## src/sv/pcd_pkg.sv

```systemverilog
// Types, character constants and the hex digit function of the percent decoder.
package pcd_pkg;

  localparam logic [7:0] CHAR_PERCENT = 8'h25;
  localparam logic [7:0] CHAR_PLUS    = 8'h2B;
  localparam logic [7:0] CHAR_SPACE   = 8'h20;
  localparam int unsigned MAX_RESULTS = 3;

  typedef struct packed {
    logic [7:0] in_byte;
    logic       in_last;
  } in_item_t;

  typedef struct packed {
    logic [7:0] out_byte;
    logic       out_last;
  } out_item_t;

  typedef struct packed {
    logic                         last;
    logic [1:0]                   cnt;
    logic [MAX_RESULTS-1:0][7:0]  data;
  } bundle_t;

  typedef struct packed {
    logic    valid;
    bundle_t entry;
  } head_t;

  typedef struct packed {
    logic       is_hex;
    logic [3:0] value;
  } hex_t;

  function automatic hex_t hex_decode(input logic [7:0] c);
    hex_t r;
    r.is_hex = 1'b0;
    r.value  = 4'd0;
    if (c >= 8'h30 && c <= 8'h39) begin
      r.is_hex = 1'b1;
      r.value  = 4'(c - 8'h30);
    end else if (c >= 8'h41 && c <= 8'h46) begin
      r.is_hex = 1'b1;
      r.value  = 4'(c - 8'h37);
    end else if (c >= 8'h61 && c <= 8'h66) begin
      r.is_hex = 1'b1;
      r.value  = 4'(c - 8'h57);
    end
    return r;
  endfunction

endpackage

```

## src/sv/pcd_front.sv

```systemverilog
// Front part: accepts raw bytes, tracks the escape state and builds a bundle of decoded bytes.
module pcd_front (
  input  logic              clk,
  input  logic              rst_n,
  input  logic              in_valid,
  input  pcd_pkg::in_item_t in_data,
  input  logic              queue_full,
  output logic              in_stall,
  output logic              push,
  output pcd_pkg::bundle_t  bundle
);

  typedef enum logic [1:0] {
    PH_IDLE = 2'd0,
    PH_PCT  = 2'd1,
    PH_DIG  = 2'd2
  } phase_t;

  phase_t       phase_r, phase_nxt;
  logic [7:0]   held_r, held_nxt;
  logic         accept;
  logic         do_fresh;
  logic [1:0]   n;
  pcd_pkg::hex_t hb, hh;
  logic [7:0]   b;

  assign b        = in_data.in_byte;
  assign hb       = pcd_pkg::hex_decode(b);
  assign hh       = pcd_pkg::hex_decode(held_r);
  assign in_stall = queue_full;
  assign accept   = in_valid && !in_stall;

  always_comb begin
    phase_nxt   = phase_r;
    held_nxt    = held_r;
    do_fresh    = 1'b0;
    n           = 2'd0;
    bundle.data = '0;
    case (phase_r)
      PH_PCT: begin
        if (hb.is_hex) begin
          held_nxt  = b;
          phase_nxt = PH_DIG;
        end else begin
          bundle.data[0] = pcd_pkg::CHAR_PERCENT;
          n              = 2'd1;
          phase_nxt      = PH_IDLE;
          do_fresh       = 1'b1;
        end
      end
      PH_DIG: begin
        if (hb.is_hex) begin
          bundle.data[0] = {hh.value, hb.value};
          n              = 2'd1;
        end else begin
          bundle.data[0] = pcd_pkg::CHAR_PERCENT;
          bundle.data[1] = held_r;
          n              = 2'd2;
          do_fresh       = 1'b1;
        end
        phase_nxt = PH_IDLE;
        held_nxt  = 8'h00;
      end
      default: begin
        phase_nxt = PH_IDLE;
        do_fresh  = 1'b1;
      end
    endcase
    if (do_fresh) begin
      if (b == pcd_pkg::CHAR_PERCENT) begin
        phase_nxt = PH_PCT;
      end else begin
        bundle.data[n] = (b == pcd_pkg::CHAR_PLUS) ? pcd_pkg::CHAR_SPACE : b;
        n              = 2'(n + 2'd1);
      end
    end
    if (in_data.in_last) begin
      if (phase_nxt == PH_PCT) begin
        bundle.data[n] = pcd_pkg::CHAR_PERCENT;
        n              = 2'(n + 2'd1);
      end else if (phase_nxt == PH_DIG) begin
        bundle.data[n]              = pcd_pkg::CHAR_PERCENT;
        bundle.data[2'(n + 2'd1)]   = held_nxt;
        n                           = 2'(n + 2'd2);
      end
      phase_nxt = PH_IDLE;
      held_nxt  = 8'h00;
    end
    bundle.cnt  = n;
    bundle.last = in_data.in_last;
  end

  assign push = accept && (n != 2'd0);

  always_ff @(posedge clk) begin
    if (!rst_n) begin
      phase_r <= PH_IDLE;
      held_r  <= 8'h00;
    end else if (accept) begin
      phase_r <= phase_nxt;
      held_r  <= held_nxt;
    end
  end

endmodule

```

## src/sv/pcd_fifo.sv

```systemverilog
// Short queue of decoded-byte bundles between the front and back parts.
module pcd_fifo #(
  parameter int unsigned DEPTH = 4
) (
  input  logic             clk,
  input  logic             rst_n,
  input  logic             push,
  input  pcd_pkg::bundle_t wr_entry,
  input  logic             pop,
  output logic             full,
  output pcd_pkg::head_t   head
);

  localparam int unsigned PTR_W = $clog2(DEPTH);
  localparam int unsigned CNT_W = $clog2(DEPTH + 1);

  pcd_pkg::bundle_t mem_r [DEPTH];
  logic [PTR_W-1:0] wr_ptr_r, rd_ptr_r;
  logic [CNT_W-1:0] count_r;
  logic             do_push, do_pop;

  assign full       = (count_r == CNT_W'(DEPTH));
  assign head.valid = (count_r != '0);
  assign head.entry = mem_r[rd_ptr_r];
  assign do_push    = push && !full;
  assign do_pop     = pop && head.valid;

  always_ff @(posedge clk) begin
    if (do_push) begin
      mem_r[wr_ptr_r] <= wr_entry;
    end
  end

  always_ff @(posedge clk) begin
    if (!rst_n) begin
      wr_ptr_r <= '0;
      rd_ptr_r <= '0;
      count_r  <= '0;
    end else begin
      if (do_push) begin
        wr_ptr_r <= (wr_ptr_r == PTR_W'(DEPTH - 1)) ? '0 : PTR_W'(wr_ptr_r + 1'b1);
      end
      if (do_pop) begin
        rd_ptr_r <= (rd_ptr_r == PTR_W'(DEPTH - 1)) ? '0 : PTR_W'(rd_ptr_r + 1'b1);
      end
      if (do_push && !do_pop) begin
        count_r <= CNT_W'(count_r + 1'b1);
      end else if (do_pop && !do_push) begin
        count_r <= CNT_W'(count_r - 1'b1);
      end
    end
  end

endmodule

```

## src/sv/pcd_back.sv

```systemverilog
// Back part: sends each queued bundle byte by byte and marks the final byte of a last bundle.
module pcd_back (
  input  logic               clk,
  input  logic               rst_n,
  input  pcd_pkg::head_t     head,
  output logic               pop,
  output logic               out_valid,
  input  logic               out_stall,
  output pcd_pkg::out_item_t out_data
);

  logic [1:0] idx_r;
  logic       final_byte;

  assign final_byte        = (idx_r == 2'(head.entry.cnt - 2'd1));
  assign out_valid         = head.valid;
  assign out_data.out_byte = head.entry.data[idx_r];
  assign out_data.out_last = head.entry.last && final_byte;
  assign pop               = out_valid && !out_stall && final_byte;

  always_ff @(posedge clk) begin
    if (!rst_n) begin
      idx_r <= 2'd0;
    end else if (out_valid && !out_stall) begin
      idx_r <= final_byte ? 2'd0 : 2'(idx_r + 2'd1);
    end
  end

endmodule

```

## src/sv/percent_decoder_unit.sv

```systemverilog
// Top level of the streaming URL form decoder.
// Decodes application/x-www-form-urlencoded text: '+' becomes a space, '%' with two hex
// digits becomes that byte, a malformed escape is passed on literally and the offending
// byte is decoded afresh, and an escape still open at in_last is flushed as literal bytes.
// One raw byte is accepted per cycle while the bundle queue (QUEUE_DEPTH entries) has room;
// its decoded bytes can leave on the cycle after acceptance. The output side sends one
// decoded byte per cycle while out_stall is low; a raw byte that yields two or three bytes
// holds the output until all are sent, and an escape yields nothing until it completes.
module percent_decoder_unit #(
  parameter int unsigned QUEUE_DEPTH = 4
) (
  input  logic               clk,
  input  logic               rst_n,
  input  logic               in_valid,
  output logic               in_stall,
  input  pcd_pkg::in_item_t  in_data,
  output logic               out_valid,
  input  logic               out_stall,
  output pcd_pkg::out_item_t out_data
);

  logic             push, pop, queue_full;
  pcd_pkg::bundle_t bundle;
  pcd_pkg::head_t   head;

  pcd_front u_front (
    .clk        (clk),
    .rst_n      (rst_n),
    .in_valid   (in_valid),
    .in_data    (in_data),
    .queue_full (queue_full),
    .in_stall   (in_stall),
    .push       (push),
    .bundle     (bundle)
  );

  pcd_fifo #(
    .DEPTH (QUEUE_DEPTH)
  ) u_fifo (
    .clk      (clk),
    .rst_n    (rst_n),
    .push     (push),
    .wr_entry (bundle),
    .pop      (pop),
    .full     (queue_full),
    .head     (head)
  );

  pcd_back u_back (
    .clk       (clk),
    .rst_n     (rst_n),
    .head      (head),
    .pop       (pop),
    .out_valid (out_valid),
    .out_stall (out_stall),
    .out_data  (out_data)
  );

  a_no_overflow: assert property (@(posedge clk) disable iff (!rst_n)
    !(push && queue_full))
    else $error("bundle pushed into a full queue");

  a_last_has_result: assert property (@(posedge clk) disable iff (!rst_n)
    (in_valid && !in_stall && in_data.in_last) |-> push)
    else $error("final raw byte produced no decoded byte");

  a_bundle_fits: assert property (@(posedge clk) disable iff (!rst_n)
    head.valid |-> (head.entry.cnt != 2'd0))
    else $error("queued bundle holds no bytes");

  a_hold_while_stalled: assert property (@(posedge clk) disable iff (!rst_n)
    (out_valid && out_stall) |=> (out_valid && $stable(out_data)))
    else $error("stalled result changed");

endmodule

```

## config.mk

```make
export PLATFORM = sky130hd
export DESIGN_NAME = percent_decoder_unit
export DESIGN_NICKNAME = d
export VERILOG_FILES = /design/src/sv/pcd_pkg.sv /design/src/sv/pcd_front.sv /design/src/sv/pcd_fifo.sv /design/src/sv/pcd_back.sv /design/src/sv/percent_decoder_unit.sv
export SDC_FILE = /design/constraint.sdc
export NUM_CORES = 1
export LEC_CHECK = 0
export BUFFER_PORTS_ARGS = -buffer_cell sky130_fd_sc_hd__buf_2
export CAP_MARGIN = 20
export CELL_PAD_IN_SITES_DETAIL_PLACEMENT = 1
export CELL_PAD_IN_SITES_GLOBAL_PLACEMENT = 2
export CORE_UTILIZATION = 43
export CTS_CLUSTER_SIZE = 30
export DETAILED_ROUTE_END_ITERATION = 6
export PLACE_DENSITY_LB_ADDON = 0.05
export SYNTH_ARGS = -nofsm -noshare
export SYNTH_HDL_FRONTEND = slang
export SYNTH_SLANG_ARGS = --single-unit
```

## constraint.sdc

```tcl
create_clock -name clk -period 7.3 [get_ports clk]
set_input_delay 0.365 -clock clk [delete_from_list [all_inputs] [get_ports clk]]
set_output_delay 0.365 -clock clk [all_outputs]
set_load 0.005 [all_outputs]
```

# Word-level counts from Yosys, hierarchy flattened
# Memories as Yosys holds them, arrays and structs flattened. A register that Yosys moved wholly into a read port is not among the register bits.
# Cells that the tools add are included.
word_totals:
  ff_bits: 19
  mem_bits_rw: 108
  inputBits: 13
  output_inout_bits: 11
  wordCells: 134
  memories: 1
mem_list:
  columns: ["name", "depth", "word_bits", "rd", "rd_ports_with_merged_regs", "write_ports", "line_no", "source"]
  rows:
  - ["u_fifo.mem_r", 4, 27, 1, 1, 1, "pcd_fifo.sv:17", "pcd_pkg::bundle_t mem_r [DEPTH];"]
op_classes:
  n_addsub: 15
  magnitude_cmp: 19
  eq_ne: 10
  mux: 54
  n_bitwise: 3
  n_reduce_logical: 26
ops:
  columns: ["operator", "n"]
  rows:
  - ["24-bit 2-to-1 mux", 5]
  - ["8-bit 2-to-1 mux", 10]
  - ["24-bit bitwise mux", 2]
  - ["8-bit demux with 2-bit select", 3]
  - ["8-bit by 7-bit greater-or-equal comparator with 1-bit output (second input constant)", 4]
  - ["8-bit by 7-bit less-or-equal comparator with 1-bit output (second input constant)", 4]
  - ["2-bit 2-to-1 mux", 16]
  - ["8-bit one-hot mux with 2 select lines", 2]
  - ["1-bit logical AND", 18]
  - ["8-bit binary-select mux with 2-bit select", 1]
  - ["8-bit by 6-bit == test with 1-bit output (second input constant)", 2]
  - ["8-bit by 6-bit greater-or-equal comparator with 1-bit output (second input constant)", 2]
  - ["8-bit by 6-bit less-or-equal comparator with 1-bit output (second input constant)", 2]
  - ["4-bit by 3-bit subtractor with 4-bit output (second input constant)", 4]
  - ["15-bit AND", 1]
  - ["5-bit 2-to-1 mux", 3]
  - ["15-bit NOT", 1]
  - ["2-bit by 3-bit less-than comparator with 1-bit output (second input constant)", 4]
  - ["4-bit 2-to-1 mux", 3]
  - ["2-bit by 1-bit adder with 2-bit output (second input constant)", 5]
  - ["9-bit OR", 1]
  - ["2-bit == test (second input constant)", 4]
  - ["4-bit by 1-bit subtractor with 4-bit output (second input constant)", 2]
  - ["2-bit by 1-bit greater-or-equal comparator with 1-bit output (second input constant)", 3]
  - ["other kinds (15)", 25]

# Longest topological paths before layout
# Gate-level depths: netlist of the first run.
logic_depth:
  ltp_word: 21
  depth_mapped: 23
  ltp_nobuf: 20

# Hierarchy
# Synthesis of the first run repeated with hierarchy kept, for this count alone.
hier_totals:
  hier_cells: 506
  area_unflattened_um2: 6678.9
by_module_without_submodules:
  columns: ["module", "n_inst", "cells_per_inst", "area_each_um2", "seq_area_each_um2"]
  rows:
  - ["pcd_fifo", 1, 192, 4425.5, 3423.3]
  - ["pcd_front", 1, 270, 1940.6, 200.2]
  - ["pcd_back", 1, 44, 312.8, 40.0]

# Worst setup path after synthesis of the first run
# OpenSTA, ideal clock, no wires.
synth_timing:
  path_type: "input to register"
  startpoint: "in in_data[1] (netlist name)"
  endpoint: "reg u_fifo.count_r[2]"
  setup_ns: 0.076
  arrival_ns: 4.322
  t_required_ns: 7.224
  path_slack_ns: 2.902
  stages: 22
  n_path_buf: 2
  cell_sequence: "clkbuf_1 inv_1 ha_1 nor3b_1 nor3_4 o21ai_0 nand2_1 ha_1 inv_1 nand3_1 and2_1 ha_1 nand2_1 a31oi_2 o21ba_1 buf_6 ha_1 inv_1 fa_1 xor2_1 or3_1 a21boi_0"
synth_lines:
  columns: ["element", "line_no", "source"]
  rows:
  - ["from (decl)", "percent_decoder_unit.sv:16", "input pcd_pkg::in_item_t in_data,"]
  - ["to (signal assigned)", "pcd_fifo.sv:47", "count_r <= CNT_W'(count_r + 1'b1);"]
  - ["to (signal assigned)", "pcd_fifo.sv:49", "count_r <= CNT_W'(count_r - 1'b1);"]
  - ["to (decl)", "pcd_fifo.sv:19", "logic [CNT_W-1:0] count_r;"]

==> flow_summary.json, run 1 <==
{
  "status": "completed",
  "final_area_mm2": 0.00738,
  "synth_area_mm2": 0.00651,
  "grt-ovfl-total": 0,
  "root_buffer": "clkbuf_16",
  "fill_cells": 1501,
  "placed_area_mm2": 0.00676,
  "worst_pin_slew_ps": 1020,
  "p_clk_share_pct": 40.3,
  "drt_pass1_iterations": 6,
  "synth_largest_area_cell": "edfxtp_1",
  "drt-wirelength-per-cell_um": 23.6,
  "max_freq_mhz": 215,
  "synth_top_area_share_pct": 49.8,
  "crit_slowest_cell": "nor3b_1",
  "path_depth": 21,
  "min_path_type": "input port to register",
  "synth_seq_cells": 129,
  "synthTopCellsByCount": "edfxtp_1 (108), nand2_1 (38), inv_1 (27), mux4_2 (27), a21oi_1 (23)",
  "dp_hpwl_um": 11800,
  "grt_first_pass_wirelength_um": 26300,
  "die_height_um": 125,
  "floorplan.core_area_mm2": 0.0146,
  "reg2reg_depth": 19,
  "finalHoldViolCount": 0,
  "start_util_pct": 44.4,
  "cap_violations": 0,
  "clk_latency_ps": 420,
  "cts_buffers": 17,
  "whs_path_depth": 4,
  "ys.warnings.count": 0,
  "n_antenna_cell": 0,
  "post-cts-setup-buffers": 0,
  "cpPeakStageDelay_ps": 480,
  "synth_top_cells_by_area": "edfxtp_1 (50%), mux4_2 (9.3%), dfxtp_1 (6.5%), ha_1 (4.2%), nand2_1 (2.2%)",
  "vias_per_cell": 5.95,
  "io_buffers": 23,
  "htreeDepth": 4,
  "ant_nets": 0,
  "grt.total_usage_pct": 23.0,
  "switchingPower_w": 0.000546,
  "final.min_clock_period_ps": 4650,
  "drive_above_1_share_pct": 20.0,
  "fin_nets": 553,
  "p_per_area_mw_per_mm2": 295,
  "row_count": 44,
  "ys_types": 65,
  "critical_path_class": "input port to register",
  "crit_family": "adder cells",
  "cts_tree": "built",
  "syn_inst": 498,
  "clock_sinks": 129,
  "drc": 0,
  "ff_latch_area_mm2": 0.00366,
  "skew_ps": 9.30,
  "drtIter0Drc": 217,
  "syn_avg_cell_area_um2": 13.1,
  "critPathMostFrequentCell": "ha_1",
  "multi_input_area_mm2": 0.00259,
  "grt_max_degree": 28,
  "vias": 4246,
  "setup_viol": 0,
  "crit_chain": "buf_2, inv_1, ha_1, nor3b_1, nor3_4, o21ai_0, nand2_1, ha_1, inv_1, nand3_1, and2_1, ha_1, nand2_1, a31oi_2, o21ba_1, ha_1, inv_1, fa_1, xor2_1, or3_1, a21boi_0",
  "drt-total-wl_um": 16800,
  "setup_tns_ps": 0,
  "synthArstFlopShare_pct": 0,
  "grt_pass1_vias": 4474,
  "path_buf_inv": 4,
  "die_w_um": 125,
  "clkTransAtPathRegs_ps": 60,
  "startpoint_type": "input port",
  "ctsHoldBuffers": 0,
  "synth_edf_count": 108,
  "relSlewSlack_pct": 31.6,
  "stdcell_count": 714,
  "total_leakage_power_nw": 2.52,
  "crit_required_ps": 7650,
  "pwr-share-seq_pct": 43.3,
  "cp-end-kind": "register",
  "antenna_found_initial": 0,
  "p_int_w": 0.00163,
  "yosysMostFrequentCell": "edfxtp_1",
  "cp_data_arrival_time_ps": 5000,
  "cts_resized": 0,
  "slew_viol_final": 0,
  "ys_seq_area_share_pct": 56.3,
  "fin_crit_sh_pct": 63.7,
  "dp.cells": 682,
  "cp_max_fo": 7,
  "clockBufferDepth": 2,
  "routabilityCongestion": 0.859,
  "ir_drop_mv": 0.162,
  "p_sw_share_pct": 25.1,
  "syn_nets": 534,
  "synth_flop_cell": "edfxtp_1",
  "rsz0062_at_grt": "false",
  "die-area_mm2": 0.0156,
  "combPwrFrac_pct": 16.4,
  "setup_slack_ps": 2650,
  "io_pins": 24,
  "dp_slack_ps": 2200,
  "area_delta_synth_final_pct": 13.4
}
==> power by group through the flow <==
| stage | sequential (W) | clock [W] | combinational [W] |
|---|---|---|---|
| floorplan | 0.000913 | 0 | 0.000287 |
| detailed placement | 0.000960 | 0 | 0.000364 |
| CTS | 0.000945 | 0.000890 | 0.000366 |
| finish | 0.000941 | 0.000875 | 0.000357 |
| global placement | 0.000955 | 0 | 0.000357 |
| global route | 0.000955 | 0.000923 | 0.000398 |
==> sequential cells by signal, indices dropped and copies added, names as in the netlist, named ones only <==
name / flops
u_back.idx_r: 2
u_front.held_r: 8
u_fifo.wr_ptr_r: 2
u_front.phase_r: 2
u_fifo.count_r: 3
u_fifo.mem_r: 108
u_fifo.rd_ptr_r: 2
==> per-stage QoR <==
stage / utilization [%] / hold WS, ps / power, W
after floorplan: - / 464 / 0.00120
after global placement: 46.1 / 487 / 0.00131
after detailed placement: 46.1 / 493 / 0.00132
after CTS: 50.4 / 294 / 0.00220
after global routing: 50.4 / 379 / 0.00228
final: 50.4 / 309 / 0.00217
==> path summary, 6_finish.rpt <==
kind / startpoint / end / slack (ps)
max: in_data[2] / u_fifo.count_r[2] / 2650
max reg2reg: u_front.phase_r[1] / u_fifo.count_r[2] / 2670
min reg2reg: u_fifo.wr_ptr_r[1] / u_fifo.wr_ptr_r[1] / 500
min: out_stall / u_back.idx_r[0] / 310
==> layer usage <==
layer  up-vias  share of wire (%)  GRT usage [%]
met5         -                  0              0
met4         0                3.3           11.0
met3        37                4.4           5.18
met2       104                 48           37.8
met1      2144                 44           29.1
li1       1961                  -              -
==> cell families (layout without fill, tap and decap cells) <==
group | Yosys count | after routing | synth area share (%)
AO/OA/AOI/OAI | 121 | 121 | 13.2
XOR/XNOR | 7 | 7 | 0.942
adder cells (fa/ha/maj) | 23 | 23 | 4.54
buffers and inverters | 57 | 89 | 3.85
flip-flops | 129 | 129 | 56.3
multiplexers | 40 | 40 | 11.3
AND/OR/NAND/NOR | 121 | 121 | 9.84
==> placed cells by master, fill, tap and decap left out, drive strengths merged, types with 3 or more instances in the layout <==
| cell type | count |
|---|---|
| a211oi | 4 |
| a21oi | 27 |
| a22o | 5 |
| a22oi | 6 |
| a311oi | 3 |
| a31oi | 7 |
| a32oi | 6 |
| and2 | 13 |
| and3 | 4 |
| buf | 30 |
| bufinv | 4 |
| clkbuf | 18 |
| clkinv | 5 |
| clkinvlp | 4 |
| dfxtp | 21 |
| edfxtp | 108 |
| ha | 22 |
| inv | 28 |
| mux2i | 13 |
| mux4 | 27 |
| nand2 | 38 |
| nand2b | 5 |
| nand3 | 7 |
| nor2 | 25 |
| nor2b | 9 |
| nor3 | 6 |
| nor3b | 3 |
| o211ai | 3 |
| o21ai | 16 |
| o22ai | 21 |
| o31ai | 4 |
| o32ai | 4 |
| or3 | 3 |
| xnor2 | 6 |
==> tightest hold or removal path: cells and delay by family <==
kind	cells	cell delay (ps)
compound gates	2	130
simple gates	1	120
buf+inv	1	80
==> area by class of cell <==
cell class	count	share of cell area [%]
sequential	129	49.7
multi-input combinational	312	35.2
clock buffer	18	5.82
tap	184	3.12
clock inverter	14	2.58
timing repair buffer	30	2.27
inverter	27	1.37
Note: power is estimated with default switching activity, not from simulation.
==> run 2: changes to the inputs <==
--- a/config.mk
+++ b/config.mk
@@ -5,11 +5,12 @@
 export SDC_FILE = /design/constraint.sdc
 export NUM_CORES = 1
 export LEC_CHECK = 0
+export ABC_AREA = 1
 export BUFFER_PORTS_ARGS = -buffer_cell sky130_fd_sc_hd__buf_2
 export CAP_MARGIN = 20
 export CELL_PAD_IN_SITES_DETAIL_PLACEMENT = 1
 export CELL_PAD_IN_SITES_GLOBAL_PLACEMENT = 2
-export CORE_UTILIZATION = 43
+export CORE_UTILIZATION = 36
 export CTS_CLUSTER_SIZE = 30
 export DETAILED_ROUTE_END_ITERATION = 6
 export PLACE_DENSITY_LB_ADDON = 0.05
==> constraint.sdc (replaced) <==
create_clock -name clk -period 3.8 [get_ports clk]
set_input_delay 0.19 -clock clk [delete_from_list [all_inputs] [get_ports clk]]
set_output_delay 0.19 -clock clk [all_outputs]
set_load 0.005 [all_outputs]
==> flow_summary.json, run 2 <==
{
  "setup_slack_ps": 349,
  "p_per_area_mw_per_mm2": 597,
  "final_area_mm2": 0.00767,
  "total_leakage_power_nw": 2.94,
  "synth_area_mm2": 0.00659,
  "ys_types": 43,
  "clkTransAtPathRegs_ps": 60,
  "slew_viol_final": 0,
  "row_count": 49,
  "clockBufferDepth": 2,
  "reg_top3": "u_fifo.mem_r: 108 flops, u_front.held_r: 8 flops, u_fifo.count_r: 3 flops",
  "synth_top_cells_by_area": "edfxtp_1 (49%), dfxtp_1 (6.4%), nand2_1 (6.3%), o21ai_0 (5.9%), nor2_1 (5.1%)",
  "routabilityCongestion": 0.905,
  "crit_required_ps": 4100,
  "max_freq_mhz": 290,
  "ir_drop_mv": 0.305,
  "root_buffer": "clkbuf_16",
  "placed_area_mm2": 0.00708,
  "grt_max_degree": 51,
  "fin_nets": 768,
  "antenna_found_initial": 0,
  "vias": 5146,
  "synthArstFlopShare_pct": 0,
  "drt_pass1_iterations": 4,
  "cap_violations": 0,
  "rsz0062_at_grt": "false",
  "yosysMostFrequentCell": "nand2_1",
  "area_delta_synth_final_pct": 16.4,
  "ff_latch_area_mm2": 0.00366,
  "clk_latency_ps": 420,
  "ys_seq_area_share_pct": 55.6,
  "grt_pass1_vias": 5387,
  "fill_cells": 2000,
  "dp_hpwl_um": 13600,
  "die_w_um": 137,
  "syn_nets": 730,
  "grt_first_pass_wirelength_um": 30000,
  "start_util_pct": 36.7,
  "p_total_w": 0.00458,
  "synth_top_area_share_pct": 49.2,
  "ant_nets": 0,
  "finalHoldViolCount": 0,
  "drt-wirelength-per-cell_um": 19.7,
  "drc": 0,
  "layout_commonest_cell": "nand2_1",
  "grt-ovfl-total": 0,
  "drt-total-wl_um": 19200,
  "cts_buffers": 17,
  "syn_inst": 694,
  "dp_slack_ps": -34.1,
  "layout.cells.most_common_list": "nand2_1 (110), edfxtp_1 (108), nor2_1 (86)",
  "fin_crit_sh_pct": 90.8,
  "synth_seq_cells": 129,
  "syn_avg_cell_area_um2": 9.49,
  "clock_sinks": 129,
  "status": "completed",
  "io_pins": 24,
  "cp-end-kind": "register",
  "synth_flop_cell": "edfxtp_1",
  "die-area_mm2": 0.0188,
  "critical_path_class": "register to register",
  "relSlewSlack_pct": 43.8,
  "setup_viol": 0,
  "drtIter0Drc": 211,
  "synthTopCellsByCount": "nand2_1 (110), edfxtp_1 (108), nor2_1 (90)",
  "regMostFlops": "u_fifo.mem_r",
  "largest_reg_flops": 108,
  "cts_tree": "built",
  "die_height_um": 137,
  "synth_edf_count": 108,
  "htreeDepth": 4,
  "synth_largest_area_cell": "edfxtp_1",
  "n_antenna_cell": 0,
  "final.min_clock_period_ps": 3450,
  "worst_pin_slew_ps": 840,
  "holdWs_ps": 97.7,
  "startpoint_type": "register",
  "grt.total_usage_pct": 21.9,
  "floorplan.core_area_mm2": 0.0180,
  "cp_data_arrival_time_ps": 3750,
  "multi_input_area_mm2": 0.00255,
  "io_buffers": 23,
  "skew_ps": 9.44,
  "drive_above_1_share_pct": 14.7,
  "min_path_type": "input port to register",
  "cp_max_fo": 5,
  "ys.warnings.count": 0,
  "vias_per_cell": 5.29
}
==> run 2: cell count changes in the layout (fill, tap and decap cells not counted), sizes merged, moves of 13 or more <==
cell   previous run  this run
o21ai            16        84
inv              28        77
mux2i            13         0
nand2            38       122
mux4             27         0
nand3             7        36
buf              30        43
nor2             25        95
and2             13         0
==> run 2: worst paths after layout <==
| kind | startpoint | to | slack (ps) | cells past startpoint |
|---|---|---|---|---|
| worst min register to register | u_fifo.rd_ptr_r[1] | register | 480 | 2 |
| worst max register to register | u_front.phase_r[0] | u_fifo.count_r[2] | 350 | 23 |
| worst max-delay path | u_front.phase_r[0] | u_fifo.count_r[2] | 350 | 23 |
| worst min-delay path | rst_n | u_fifo.wr_ptr_r[1] | 100 | 3 |
==> run 2: power by group <==
part	total (W)	switching [W]	internal [W]	leakage (nW)
Combinational	0.00126	0.000824	0.000436	1.49
Sequential	0.00174	0.0000611	0.00168	1.18
Clock	0.00158	0.000622	0.000961	0.278
==> run 2: area by class of cell <==
| type | instances | area share [%] |
|---|---|---|
| flip-flops and latches | 129 | 47.8 |
| multi-input cells | 464 | 33.2 |
| clock buffers | 18 | 5.60 |
| repair buffers | 43 | 4.11 |
| inverters | 77 | 3.77 |
| well taps | 229 | 3.74 |
| clock inverters | 13 | 1.81 |
==> run 2: cells by family (layout without fill, tap and decap cells) <==
family | count (synthesis) | in the layout | share of synthesized area (%)
compound gates | 175 | 175 | 15.8
buf+inv | 101 | 151 | 5.92
simple gates | 262 | 262 | 17.7
xor+xnor | 4 | 4 | 0.532
fa+ha+maj | 23 | 23 | 4.48
flops | 129 | 129 | 55.6
==> run 2: timing repair <==
item / 4_1_cts / 5_1_grt
hold buffers: 0 / 0
gates resized for setup: 0 / 2
setup endpoints to repair: 0 / 1
buffers inserted: 0 / 2
==> run 2: routing by layer <==
metal / vias up / wire length [µm] / track usage, %
met1: 2533 / 8750 / 27.1
met5: - / 0 / 0
met3: 26 / 609 / 4.97
met4: 0 / 406 / 7.88
li1: 2508 / - / -
met2: 79 / 9400 / 37.1
==> run 2: worst max-delay path: stages, from the launching register on <==
cell and delay, ps:
dfxtp_1 360, inv_1 50, ha_1 200, inv_1 140, nand2_1 110, nand2_2 100, inv_1 50, ha_1 290
nand2_2 80, nand3_1 120, ha_1 290, o21ai_0 70, inv_1 80, nand2_2 70, nand3_4 110, nand2_2 110
inv_1 90, ha_1 130, inv_1 70, fa_1 380, a21oi_1 140, o21ai_0 120, o21ai_1 140, a21oi_1 50
==> run 2: per-stage QoR <==
stage	TNS (ps)	utilization, %	cells
2_1_floorplan	0	-	694
3_3_place_gp	0	39.4	940
3_5_place_dp	-34.1	39.4	940
4_1_cts	0	42.6	971
5_1_grt	0	42.7	973
6_report	0	42.7	973
==> run 3: changes to the inputs <==
--- a/config.mk
+++ b/config.mk
@@ -13,7 +13,7 @@
 export CORE_UTILIZATION = 36
 export CTS_CLUSTER_SIZE = 30
 export DETAILED_ROUTE_END_ITERATION = 6
-export PLACE_DENSITY_LB_ADDON = 0.05
+export PLACE_DENSITY = 0.84
 export SYNTH_ARGS = -nofsm -noshare
 export SYNTH_HDL_FRONTEND = slang
 export SYNTH_SLANG_ARGS = --single-unit
==> constraint.sdc (replaced) <==
create_clock -name clk -period 2.8 [get_ports clk]
set_input_delay 0.14 -clock clk [delete_from_list [all_inputs] [get_ports clk]]
set_output_delay 0.14 -clock clk [all_outputs]
set_load 0.005 [all_outputs]
==> flow_summary.json, run 3 (same netlist as run 2, synthesis figures left out) <==
{
  "status": "finished with violations",
  "violations": "setup timing",
  "fin_nets": 837,
  "setup_slack_ps": -248,
  "ir_drop_mv": 0.426,
  "final.min_clock_period_ps": 3050,
  "dp.cells": 1002,
  "die_w_um": 137,
  "cpPeakStageDelay_ps": 370,
  "switchingPower_w": 0.00217,
  "setup_viol": 21,
  "drc": 0,
  "largest_reg_flops": 108,
  "antenna_found_initial": 0,
  "cts_buffers": 17,
  "skew_ps": 17.3,
  "p_per_area_mw_per_mm2": 791,
  "combPwrFrac_pct": 30.0,
  "io_pins": 24,
  "ff_latch_area_mm2": 0.00367,
  "rsz0062_at_grt": "true",
  "fill_cells": 2040,
  "clk_latency_ps": 420,
  "row_count": 49,
  "drtIter0Drc": 283,
  "grt.total_usage_pct": 23.5,
  "io_buffers": 23,
  "placed_area_mm2": 0.00764,
  "crit_chain": "buf_6, ha_4, inv_4, nand2_4, nand2_4, inv_4, ha_4, nand2_4, nand3_4, ha_4, o21ai_2, inv_1, nand2_2, nand3_4, nand2_8, inv_4, ha_4, inv_4, fa_2, a21oi_2, o21ai_2, o21ai_1, a21oi_1",
  "ant_nets": 0,
  "dp_hpwl_um": 14700,
  "total_leakage_power_nw": 3.36,
  "ctsHoldBuffers": 0,
  "relSlewSlack_pct": 47.2,
  "clkTransAtPathRegs_ps": 60,
  "fin_util_pct": 48.0,
  "routabilityCongestion": 0.913,
  "start_util_pct": 36.7,
  "p_clk_share_pct": 35.2,
  "final_area_mm2": 0.00862,
  "grt_first_pass_wirelength_um": 32300,
  "n_antenna_cell": 0,
  "clockBufferDepth": 2,
  "pwr-share-seq_pct": 34.7,
  "drt_pass1_iterations": 7,
  "holdWs_ps": 43.9,
  "slew_viol_final": 0,
  "drive_above_1_share_pct": 26.8,
  "stdcell_count": 1043,
  "max_freq_mhz": 328,
  "crit_slowest_cell": "fa_2",
  "grt_pass1_vias": 5920,
  "startpoint_type": "register",
  "regMostFlops": "u_fifo.mem_r",
  "multi_input_area_mm2": 0.00279,
  "worst_pin_slew_ps": 791,
  "p_sw_share_pct": 31.9,
  "area_delta_synth_final_pct": 30.8,
  "dp_slack_ps": -444,
  "cp-end-kind": "register",
  "drt-wirelength-per-cell_um": 20.1,
  "cp_max_fo": 4,
  "r2r_setup_slack_ps": -250,
  "cap_violations": 0,
  "drt-total-wl_um": 21000,
  "die_height_um": 137,
  "reg_top3": "u_fifo.mem_r: 108 flops, u_front.held_r: 8 flops, u_fifo.count_r: 3 flops",
  "finalHoldViolCount": 0,
  "htreeDepth": 4,
  "crit_required_ps": 3090,
  "root_buffer": "clkbuf_16",
  "p_int_w": 0.00464,
  "clock_sinks": 129,
  "min_path_type": "input port to register",
  "cts_tree": "built",
  "fin_crit_sh_pct": 109,
  "grt_max_degree": 29,
  "die-area_mm2": 0.0188,
  "floorplan.core_area_mm2": 0.0180,
  "vias_per_cell": 5.28,
  "critical_path_class": "register to register",
  "cp_data_arrival_time_ps": 3340,
  "layout.cells.most_common_list": "nand2_1 (108), edfxtp_1 (108), nor2_1 (86)",
  "grt-ovfl-total": 0,
  "vias": 5511
}
run 3: changes by cell type in the layout (fill, tap and decap cells not counted), sizes merged:
cell      change
buf          +67
bufbuf        +1
bufinv        +3
clkbuf        +1
clkinv        -4
clkinvlp      +2
run 3: final cells by class:
| cell class | count | area share, % |
|---|---|---|
| timing repair buffer | 112 | 10.6 |
| tap | 229 | 3.32 |
| clock inverter | 14 | 2.47 |
| inverter | 77 | 3.64 |
| multi-input combinational | 464 | 32.4 |
| sequential | 129 | 42.6 |
| clock buffer | 18 | 4.98 |
run 3: path summary, 6_finish.rpt:
check                startpoint            endpoint  cells past startpoint
min reg2reg  u_front.phase_r[1]  u_front.phase_r[1]                      2
max reg2reg  u_front.phase_r[1]   u_fifo.count_r[2]                     23
min                       rst_n   u_fifo.count_r[1]                      3
max          u_front.phase_r[1]   u_fifo.count_r[2]                     23
run 3: power groups by stage:
stage	Sequential (W)	Combinational (W)	Clock [W]
5_1_grt	0.00238	0.00226	0.00249
2_1_floorplan	0.00236	0.00116	0
4_1_cts	0.00237	0.00202	0.00243
3_3_place_gp	0.00238	0.00181	0
3_5_place_dp	0.00240	0.00190	0
6_report	0.00237	0.00205	0.00240
run 3: through the flow:
step	total power, W	setup TNS [ps]
final	0.00681	-1260
after global routing	0.00714	-5770
after CTS	0.00682	-563
after detailed placement	0.00430	-30070
after global placement	0.00419	-16950
after floorplan	0.00352	-455
run 3: what timing repair did:
item / CTS / global route
cloned: 2 / 1
pin swaps: 11 / 13
gates resized for setup: 19 / 30
endpoints found under the hold margin: 0 / 0
setup buffers: 7 / 0
setup endpoints to repair: 154 / 180
run 3: layer usage:
metal  global-route usage [%]  vias to the layer above  part of all wire [%]
li1                         -                     2656                     -
met1                     26.9                     2715                    41
met2                     43.4                      113                    53
met3                     4.34                       27                   3.4
met4                     8.61                        0                   2.3
met5                        0                        -                     0
run 3: worst max-delay path, delay by kind of cell (launching register included):
| family | cells | cell delay, ps |
|---|---|---|
| fa+ha+maj | 5 | 1180 |
| compound gates | 5 | 510 |
| simple gates | 7 | 500 |
| buf+inv | 6 | 390 |
| flops | 1 | 330 |
